--- src/rtl/ssm_pkg.sv ---
package ssm_pkg;

  // fixed widths of the channel fields
  localparam int unsigned FUNC_W  = 2;
  localparam int unsigned VALUE_W = 32;

  // function codes of a request
  localparam logic [FUNC_W-1:0] FUNC_PUSH_FIRST  = 2'd0;
  localparam logic [FUNC_W-1:0] FUNC_PUSH_SECOND = 2'd1;
  localparam logic [FUNC_W-1:0] FUNC_FINISH      = 2'd2;

  // classified command as it waits in the queue
  typedef enum logic [1:0] {
    OP_PUSH_A,
    OP_PUSH_B,
    OP_FINISH
  } op_e;

  typedef struct packed {
    op_e                op;
    logic [VALUE_W-1:0] value;
  } cmd_t;

endpackage

--- src/rtl/ssm_req_if.sv ---
interface ssm_req_if;
  logic                         valid;
  logic                         ready;
  logic [ssm_pkg::FUNC_W-1:0]   func;
  logic signed [ssm_pkg::VALUE_W-1:0] value;

  modport source (output valid, output func, output value, input ready);
  modport sink   (input valid, input func, input value, output ready);
endinterface

--- src/rtl/ssm_res_if.sv ---
interface ssm_res_if;
  logic                               valid;
  logic                               ready;
  logic signed [ssm_pkg::VALUE_W-1:0] value_res;
  logic                               from_second;
  logic                               last;
  logic                               empty_res;
  logic                               overflow;

  modport source (output valid, output value_res, output from_second, output last,
                  output empty_res, output overflow, input ready);
  modport sink   (input valid, input value_res, input from_second, input last,
                  input empty_res, input overflow, output ready);
endinterface

--- src/rtl/sorted_sequence_merge.sv ---
// Two-way merge of sorted sequences. Push requests (func 0 and 1) append one
// signed element to the first or second store, one request per cycle while
// no merge is running, and give no result; a push into a full store is
// dropped and sets the overflow flag carried on the next run. A finish
// request (func 2) emits the merged run in non-decreasing order, first-store
// head only when strictly less, so ties come from the second store. The
// merge engine reads both store heads each cycle and emits the run while the
// output is not stalled; an empty finish gives one result with empty_res set.
// Requests pass through a two-entry command queue, so the input keeps taking
// requests while the output is stalled until that queue is full. Both stores
// and the flag are cleared at the end of each finish.
module sorted_sequence_merge #(
  parameter int unsigned LIST_DEPTH = 32,
  parameter int unsigned DATA_WIDTH = 32
) (
  input  logic       clk_i,
  input  logic       rst_ni,
  ssm_req_if.sink    req_i,
  ssm_res_if.source  res_o
);

  logic          cmd_valid;
  ssm_pkg::cmd_t cmd;
  logic          cmd_pop;

  // request intake and command queue
  ssm_front u_front (
    .clk_i       (clk_i),
    .rst_ni      (rst_ni),
    .req_i       (req_i),
    .cmd_valid_o (cmd_valid),
    .cmd_o       (cmd),
    .cmd_pop_i   (cmd_pop)
  );

  // stores and merge engine
  ssm_back #(
    .LIST_DEPTH (LIST_DEPTH),
    .DATA_WIDTH (DATA_WIDTH)
  ) u_back (
    .clk_i       (clk_i),
    .rst_ni      (rst_ni),
    .cmd_valid_i (cmd_valid),
    .cmd_i       (cmd),
    .cmd_pop_o   (cmd_pop),
    .res_o       (res_o)
  );

endmodule

--- src/rtl/ssm_front.sv ---
module ssm_front (
  input  logic            clk_i,
  input  logic            rst_ni,
  ssm_req_if.sink         req_i,
  output logic            cmd_valid_o,
  output ssm_pkg::cmd_t   cmd_o,
  input  logic            cmd_pop_i
);

  localparam int unsigned QDepth = 2;

  ssm_pkg::cmd_t     queue_q [QDepth];
  logic              wr_ptr_q, wr_ptr_d;
  logic              rd_ptr_q, rd_ptr_d;
  logic [1:0]        cnt_q, cnt_d;
  ssm_pkg::cmd_t     cmd_new;
  logic              keep;
  logic              push;
  logic              pop;

  // classify the request; unused code is taken and dropped
  always_comb begin
    cmd_new.value = req_i.value;
    cmd_new.op    = ssm_pkg::OP_FINISH;
    keep          = 1'b1;
    case (req_i.func)
      ssm_pkg::FUNC_PUSH_FIRST:  cmd_new.op = ssm_pkg::OP_PUSH_A;
      ssm_pkg::FUNC_PUSH_SECOND: cmd_new.op = ssm_pkg::OP_PUSH_B;
      ssm_pkg::FUNC_FINISH:      cmd_new.op = ssm_pkg::OP_FINISH;
      default:                   keep = 1'b0;
    endcase
  end

  assign req_i.ready = (cnt_q != 2'(QDepth));
  assign push        = req_i.valid && req_i.ready && keep;
  assign pop         = cmd_pop_i && (cnt_q != 2'd0);
  assign cmd_valid_o = (cnt_q != 2'd0);
  assign cmd_o       = queue_q[rd_ptr_q];

  // queue pointers and fill level
  always_comb begin
    wr_ptr_d = push ? ~wr_ptr_q : wr_ptr_q;
    rd_ptr_d = pop ? ~rd_ptr_q : rd_ptr_q;
    cnt_d    = cnt_q + 2'(push) - 2'(pop);
  end

  always_ff @(posedge clk_i or negedge rst_ni) begin
    if (!rst_ni) begin
      wr_ptr_q <= 1'b0;
      rd_ptr_q <= 1'b0;
      cnt_q    <= 2'd0;
    end else begin
      wr_ptr_q <= wr_ptr_d;
      rd_ptr_q <= rd_ptr_d;
      cnt_q    <= cnt_d;
    end
  end

  // queue storage
  always_ff @(posedge clk_i) begin
    if (push) begin
      queue_q[wr_ptr_q] <= cmd_new;
    end
  end

endmodule

--- src/rtl/ssm_back.sv ---
module ssm_back #(
  parameter int unsigned LIST_DEPTH = 32,
  parameter int unsigned DATA_WIDTH = 32
) (
  input  logic            clk_i,
  input  logic            rst_ni,
  input  logic            cmd_valid_i,
  input  ssm_pkg::cmd_t   cmd_i,
  output logic            cmd_pop_o,
  ssm_res_if.source       res_o
);

  localparam int unsigned CntW = $clog2(LIST_DEPTH + 1);
  localparam int unsigned IdxW = (LIST_DEPTH > 1) ? $clog2(LIST_DEPTH) : 1;
  localparam int unsigned ExtW = 64;

  typedef enum logic {
    ST_IDLE,
    ST_MERGE
  } state_e;

  state_e                       state_q, state_d;
  logic [CntW-1:0]              ca_q, ca_d, cb_q, cb_d;
  logic [CntW-1:0]              ia_q, ia_d, ib_q, ib_d;
  logic                         drop_q, drop_d;
  logic signed [DATA_WIDTH-1:0] mem_a [LIST_DEPTH];
  logic signed [DATA_WIDTH-1:0] mem_b [LIST_DEPTH];
  logic signed [DATA_WIDTH-1:0] rd_a_q, rd_b_q;
  logic                         wr_a, wr_b;
  logic signed [ExtW-1:0]       in_ext;
  logic signed [DATA_WIDTH-1:0] elem_in;
  logic signed [DATA_WIDTH-1:0] chosen;
  logic signed [ExtW-1:0]       out_ext;
  logic                         take_first;
  logic [CntW:0]                done_cnt;
  logic [CntW:0]                total;
  logic                         is_last;
  logic                         slot_free;

  logic                               out_valid_q, out_valid_d;
  logic signed [ssm_pkg::VALUE_W-1:0] value_q, value_d;
  logic                               second_q, second_d;
  logic                               last_q, last_d;
  logic                               empty_q, empty_d;
  logic                               ovf_q, ovf_d;

  // element conversion: sign-extend the request value, keep the element width
  assign in_ext  = ExtW'(signed'(cmd_i.value));
  assign elem_in = in_ext[DATA_WIDTH-1:0];

  // merge decision on the two registered heads, ties go to the second
  assign take_first = (ia_q < ca_q) && ((ib_q >= cb_q) || (rd_a_q < rd_b_q));
  assign chosen     = take_first ? rd_a_q : rd_b_q;
  assign out_ext    = ExtW'(chosen);
  assign done_cnt   = {1'b0, ia_q} + {1'b0, ib_q} + (CntW + 1)'(1);
  assign total      = {1'b0, ca_q} + {1'b0, cb_q};
  assign is_last    = (done_cnt == total);
  assign slot_free  = !out_valid_q || res_o.ready;

  // command execution and merge sequencing
  always_comb begin
    state_d     = state_q;
    ca_d        = ca_q;
    cb_d        = cb_q;
    ia_d        = ia_q;
    ib_d        = ib_q;
    drop_d      = drop_q;
    cmd_pop_o   = 1'b0;
    wr_a        = 1'b0;
    wr_b        = 1'b0;
    out_valid_d = slot_free ? 1'b0 : out_valid_q;
    value_d     = value_q;
    second_d    = second_q;
    last_d      = last_q;
    empty_d     = empty_q;
    ovf_d       = ovf_q;
    case (state_q)
      ST_IDLE: begin
        if (cmd_valid_i) begin
          case (cmd_i.op)
            ssm_pkg::OP_PUSH_A: begin
              cmd_pop_o = 1'b1;
              if (ca_q == CntW'(LIST_DEPTH)) begin
                drop_d = 1'b1;
              end else begin
                wr_a = 1'b1;
                ca_d = ca_q + CntW'(1);
              end
            end
            ssm_pkg::OP_PUSH_B: begin
              cmd_pop_o = 1'b1;
              if (cb_q == CntW'(LIST_DEPTH)) begin
                drop_d = 1'b1;
              end else begin
                wr_b = 1'b1;
                cb_d = cb_q + CntW'(1);
              end
            end
            ssm_pkg::OP_FINISH: begin
              if (total == '0) begin
                if (slot_free) begin
                  cmd_pop_o   = 1'b1;
                  out_valid_d = 1'b1;
                  value_d     = '0;
                  second_d    = 1'b0;
                  last_d      = 1'b1;
                  empty_d     = 1'b1;
                  ovf_d       = drop_q;
                  drop_d      = 1'b0;
                end
              end else begin
                cmd_pop_o = 1'b1;
                ia_d      = '0;
                ib_d      = '0;
                state_d   = ST_MERGE;
              end
            end
            default: cmd_pop_o = 1'b1;
          endcase
        end
      end
      ST_MERGE: begin
        if (slot_free) begin
          out_valid_d = 1'b1;
          value_d     = out_ext[ssm_pkg::VALUE_W-1:0];
          second_d    = !take_first;
          last_d      = is_last;
          empty_d     = 1'b0;
          ovf_d       = drop_q;
          if (take_first) begin
            ia_d = ia_q + CntW'(1);
          end else begin
            ib_d = ib_q + CntW'(1);
          end
          if (is_last) begin
            ca_d    = '0;
            cb_d    = '0;
            ia_d    = '0;
            ib_d    = '0;
            drop_d  = 1'b0;
            state_d = ST_IDLE;
          end
        end
      end
      default: state_d = ST_IDLE;
    endcase
  end

  // state and registered result
  always_ff @(posedge clk_i or negedge rst_ni) begin
    if (!rst_ni) begin
      state_q     <= ST_IDLE;
      ca_q        <= '0;
      cb_q        <= '0;
      ia_q        <= '0;
      ib_q        <= '0;
      drop_q      <= 1'b0;
      out_valid_q <= 1'b0;
    end else begin
      state_q     <= state_d;
      ca_q        <= ca_d;
      cb_q        <= cb_d;
      ia_q        <= ia_d;
      ib_q        <= ib_d;
      drop_q      <= drop_d;
      out_valid_q <= out_valid_d;
    end
  end

  always_ff @(posedge clk_i) begin
    value_q  <= value_d;
    second_q <= second_d;
    last_q   <= last_d;
    empty_q  <= empty_d;
    ovf_q    <= ovf_d;
  end

  // element stores; heads are read at the next index so they track ia_q and ib_q
  always_ff @(posedge clk_i) begin
    if (wr_a) begin
      mem_a[ca_q[IdxW-1:0]] <= elem_in;
    end
    if (wr_b) begin
      mem_b[cb_q[IdxW-1:0]] <= elem_in;
    end
    rd_a_q <= mem_a[ia_d[IdxW-1:0]];
    rd_b_q <= mem_b[ib_d[IdxW-1:0]];
  end

  assign res_o.valid       = out_valid_q;
  assign res_o.value_res   = value_q;
  assign res_o.from_second = second_q;
  assign res_o.last        = last_q;
  assign res_o.empty_res   = empty_q;
  assign res_o.overflow    = ovf_q;

endmodule

--- src/flat_wrapper.sv ---
// flat-port wrapper written by rule: the top's interface ports become plain ports
module sorted_sequence_merge_flat 
#(
  parameter int unsigned LIST_DEPTH = 32,
  parameter int unsigned DATA_WIDTH = 32
)
  (clk_i, rst_ni, req_i_valid, req_i_func, req_i_value, req_i_ready, res_o_valid, res_o_value_res, res_o_from_second, res_o_last, res_o_empty_res, res_o_overflow, res_o_ready);
  ssm_req_if req_i_i ();
  ssm_res_if res_o_i ();
  input  logic clk_i;
  input  logic rst_ni;
  input wire logic [$bits(req_i_i.valid)-1:0] req_i_valid;
  input wire logic [$bits(req_i_i.func)-1:0] req_i_func;
  input wire logic [$bits(req_i_i.value)-1:0] req_i_value;
  output wire logic [$bits(req_i_i.ready)-1:0] req_i_ready;
  output wire logic [$bits(res_o_i.valid)-1:0] res_o_valid;
  output wire logic [$bits(res_o_i.value_res)-1:0] res_o_value_res;
  output wire logic [$bits(res_o_i.from_second)-1:0] res_o_from_second;
  output wire logic [$bits(res_o_i.last)-1:0] res_o_last;
  output wire logic [$bits(res_o_i.empty_res)-1:0] res_o_empty_res;
  output wire logic [$bits(res_o_i.overflow)-1:0] res_o_overflow;
  input wire logic [$bits(res_o_i.ready)-1:0] res_o_ready;
  assign req_i_i.valid = req_i_valid;
  assign req_i_i.func = req_i_func;
  assign req_i_i.value = req_i_value;
  assign req_i_ready = req_i_i.ready;
  assign res_o_valid = res_o_i.valid;
  assign res_o_value_res = res_o_i.value_res;
  assign res_o_from_second = res_o_i.from_second;
  assign res_o_last = res_o_i.last;
  assign res_o_empty_res = res_o_i.empty_res;
  assign res_o_overflow = res_o_i.overflow;
  assign res_o_i.ready = res_o_ready;
  sorted_sequence_merge #(.LIST_DEPTH(LIST_DEPTH), .DATA_WIDTH(DATA_WIDTH)) u_core (.clk_i(clk_i), .rst_ni(rst_ni), .req_i(req_i_i), .res_o(res_o_i));
endmodule
--- config.mk ---
export PLATFORM = sky130hd
export DESIGN_NAME = sorted_sequence_merge_flat
export DESIGN_NICKNAME = d
export VERILOG_FILES = /design/src/rtl/ssm_pkg.sv /design/src/rtl/ssm_req_if.sv /design/src/rtl/ssm_res_if.sv /design/src/rtl/sorted_sequence_merge.sv /design/src/rtl/ssm_front.sv /design/src/rtl/ssm_back.sv /design/src/flat_wrapper.sv
export SDC_FILE = /design/constraint.sdc
export NUM_CORES = 2
export LEC_CHECK = 0
export BUFFER_PORTS_ARGS = -buffer_cell sky130_fd_sc_hd__buf_2
export CORE_AREA = 10 10 456 458
export DETAILED_ROUTE_END_ITERATION = 10
export DIE_AREA = 0 0 466 468
export GPL_ROUTABILITY_DRIVEN = 0
export PLACE_DENSITY = 0.67
export RECOVER_POWER = 100
export SLEW_MARGIN = 25
export SYNTH_ARGS = -nofsm -noshare
export SYNTH_HDL_FRONTEND = slang
export SYNTH_SLANG_ARGS = --single-unit
--- constraint.sdc ---
create_clock -name clk_i -period 10.8 [get_ports clk_i]
set_input_delay 2.16 -clock clk_i [delete_from_list [all_inputs] [get_ports clk_i]]
set_output_delay 2.16 -clock clk_i [all_outputs]
set_load 0.02 [all_outputs]
==> key figures <==
Logic synthesis
  – Synth Warn #: 0
  – Synthesized Nets: 5869
  – #FFs+latches synth: 2247
  – Mapped Cells: 5760
  – Commonest cells in the netlist: edfxtp_1 (2152), nand2_1 (760), mux2i_1 (383), a211oi_1 (296), and3_1 (267)
  – Syn_area_per_cell: 15.4 um^2
  – Main area contributors after synthesis: edfxtp_1 (73%), mux2i_1 (4.3%), nand2_1 (3.2%)
  – Async S/R FF share, synth: 1.38%
  – Sequential area share after synthesis: 75.0%
  – Synthesized area: 88900 um^2
  – Yosys top cell area share: 72.7%
  – Synth cell types: 74
  – Number of flops mapped to enable cells by yosys: 2152
  – Top_reg_cell synth: edfxtp_1
  – Cell taking the most area after synthesis: edfxtp_1
  – Count leader, synth: edfxtp_1

Routing
  – Starting DRT DRC Count: 7643
  – Post-DR vias/cell: 6.18
  – Final WL: 256000 um
  – # DRC: 0
  – Via count: 53600
  – Routed Antenna Nets: 0
  – Drt first pass iters: 5
  – Drt wl/cell: 29.6 um

Placement
  – Port buffer count: 75
  – Pre-CTS setup slack: 3.27 ns
  – Hpwl dp: 132000 um

Clocking
  – Post-CTS Resized: 0
  – Hold_buf cts: 0
  – CTS buffer count: 211
  – CTS tree: yes
  – Clk buf depth: 3
  – TritonCTS Sinks: 2247
  – Clock transition at the registers of the reported paths: 0.06 ns
  – Clk root buf: clkbuf_16
  – H-tree depth: 4
  – Post-CTS Repair Setup Buffers: 0
  – Worst-Skew Late Latency: 0.86 ns

Layout
  – Layout Nets: 5944
  – Area delta synth->final: 11.7%
  – Fraction of layout cells with a size suffix above 1: 8.52%
  – Register Area: 66700 um^2
  – Multi-input gate area: 20800 um^2
  – Post-Route Utilization: 49.9%
  – Fillers: 16300

Status
  – Failing checks: capacitance limit, slew limit
  – Outcome: finished, violations left

GRT
  – Total Routing Usage GR: 22.7%
  – Largest net degree at the start of global routing: 149
  – Vias in the first global route: 51900
  – Initial antenna violation count: 16
  – Remaining global-route overflow: 0
  – First-pass GRT wire length: 364000 um

STA
  – Setup TNS: 0 ns
  – Hold Violations, Final: 0
  – Min Clock Period, post-route: 8.75 ns
  – Relative slew slack: -158%
  – F_max: 0.114 GHz
  – Pins Over Slew Limit: 4621
  – Setup slack after layout: 2.05 ns
  – Clock skew: 0.0340 ns
  – Final worst-path cycle share: 81.1%
  – Hold_ws: 0.530 ns
  – Worst Tran Pin Value: 3.87 ns
  – Final setup violation count: 0
  – RSZ-0062 raised after global routing: false

Power
  – Power Total: 34.1 mW
  – Lkg Pwr: 33.0 nW
  – P per Cell Area: 343 nW/um^2
  – Worst VDD drop: 0.453 mV

Critical path
  – Critical path launch point type: flop
  – Cell Chain, Critical Path: inv_1 -> ha_1 -> a21o_1 -> a221o_1 -> a221o_1 -> or3_1 -> a31oi_1 -> and2_0 -> clkbuf_1 -> o2bb2ai_1 -> nor2_1 -> inv_4 -> buf_4 -> nor2_4 -> buf_4 -> a32oi_1 -> a21oi_1 -> a211oi_1
  – Largest stage delay, worst path: 1.46 ns
  – CP required: 11.46 ns
  – Crit path kind: reg2reg
  – CP Max Fanout: 71
  – Arr. time, crit path: 9.41 ns
  – CP Capture Type: flop
  – Slowest cell on crit path: clkbuf_1

Run
  – Max-capacitance violation count: 117

Floorplan
  – Initial Util: 44.7%
  – Row Count: 164
  – Core region area: 199000 um^2
  – Die area: 218000 um^2
  – Die Ht: 468 um
  – Boundary Pins: 76
  – DIE WIDTH: 466 um

Min path
  – Worst min path class: reg2reg
==> stage by stage <==
| stage | cells | area [um^2] |
|---|---|---|
| floorplan | 5760 | 88900 |
| global placement | 8274 | 92800 |
| detailed placement | 8274 | 92900 |
| CTS | 8671 | 99800 |
| global route | 8676 | 99300 |
| finish | 8678 | 99300 |
==> kinds of logic (layout without fill, tap and decap cells) <==
logic type	after synthesis	count (layout)	share of synthesized area, %
AO/OA/AOI/OAI	1156	1156	9.70
other	0	3	0
flip-flops	2247	2247	75.0
multiplexers	416	416	4.73
adder cells (fa/ha/maj)	71	71	1.02
AND/OR/NAND/NOR	1396	1396	7.06
XOR/XNOR	26	26	0.256
buffers and inverters	448	707	2.21
==> worst max-delay path: cells and delay by family, from the launching register on <==
| kind | cells | cell delay (ns) |
|---|---|---|
| AOI/OAI and AO/OA | 8 | 2.61 |
| adders and majority gates | 1 | 0.30 |
| DFF | 1 | 0.47 |
| buffers and inverters | 5 | 3.18 |
| and+or+nand+nor | 4 | 1.91 |
==> flip-flops by register name (all words and copies together), names as in the netlist, 6 cells and up <==
signal                         count
u_core.u_back.res_o.value_res     32
u_core.u_back.ia_q                 6
u_core.u_front.queue_q            68
u_core.u_back.ib_q                 6
u_core.u_back.mem_a             1024
u_core.u_back.mem_b             1024
u_core.u_back.ca_q                 6
u_core.u_back.rd_b_q              32
u_core.u_back.cb_q                 6
u_core.u_back.rd_a_q              32
==> metal layers <==
metal  routed length, um  vias up  track usage (%)
li1                    -    22800                -
met1              102000    27200             31.5
met2              114000     3105             34.7
met3               30200      515             5.57
met4               10500       16             8.49
met5                 125        -                0
==> cell type report <==
class	count	share of cell area [%]
flip-flops and latches	2247	67.2
diodes	3	0.00756
clock buffers	264	5.71
well taps	2656	3.35
clock inverters	133	1.24
multi-input cells	3065	20.9
repair buffers	245	1.34
inverters	65	0.261
==> worst paths after layout <==
path / slack [ns] / end / cells after the start / from
hold reg to reg: 0.53 / u_core.u_front.wr_ptr_q / 1 / u_core.u_front.wr_ptr_q
hold / removal: 0.53 / u_core.u_front.wr_ptr_q / 1 / u_core.u_front.wr_ptr_q
setup / recovery: 2.05 / u_core.u_back.rd_a_q[25] / 18 / u_core.u_back.rd_b_q[18]
min in group asynchronous: 1.99 / u_core.u_back.ib_q[2] / 1 / rst_ni
setup reg to reg: 2.05 / u_core.u_back.rd_a_q[25] / 18 / u_core.u_back.rd_b_q[18]
max in group asynchronous: 7.49 / u_core.u_back.ia_q[2] / 1 / rst_ni
==> cell usage in the layout, fill, tap and decap left out, types with 54 or more instances in the layout <==
cell type,instances
edfxtp_1,2152
nand2_1,759
mux2i_1,383
a211oi_1,294
and3_1,267
a21oi_1,243
clkbuf_16,213
clkbuf_1,201
a32oi_1,125
nor2_1,112
nand3_1,103
a22oi_1,94
ha_1,69
dfxtp_1,64
a311o_1,59
inv_1,58
buf_4,57
nor2_4,54
==> where the power goes <==
group	total (mW)	switching (mW)	internal [mW]	leakage, nW
clock network	7.41	3.23	4.18	3.38
logic	15.4	10.7	4.67	9.35
registers	11.3	0.345	10.9	20.3
Note: power is estimated with default switching activity, not from simulation.
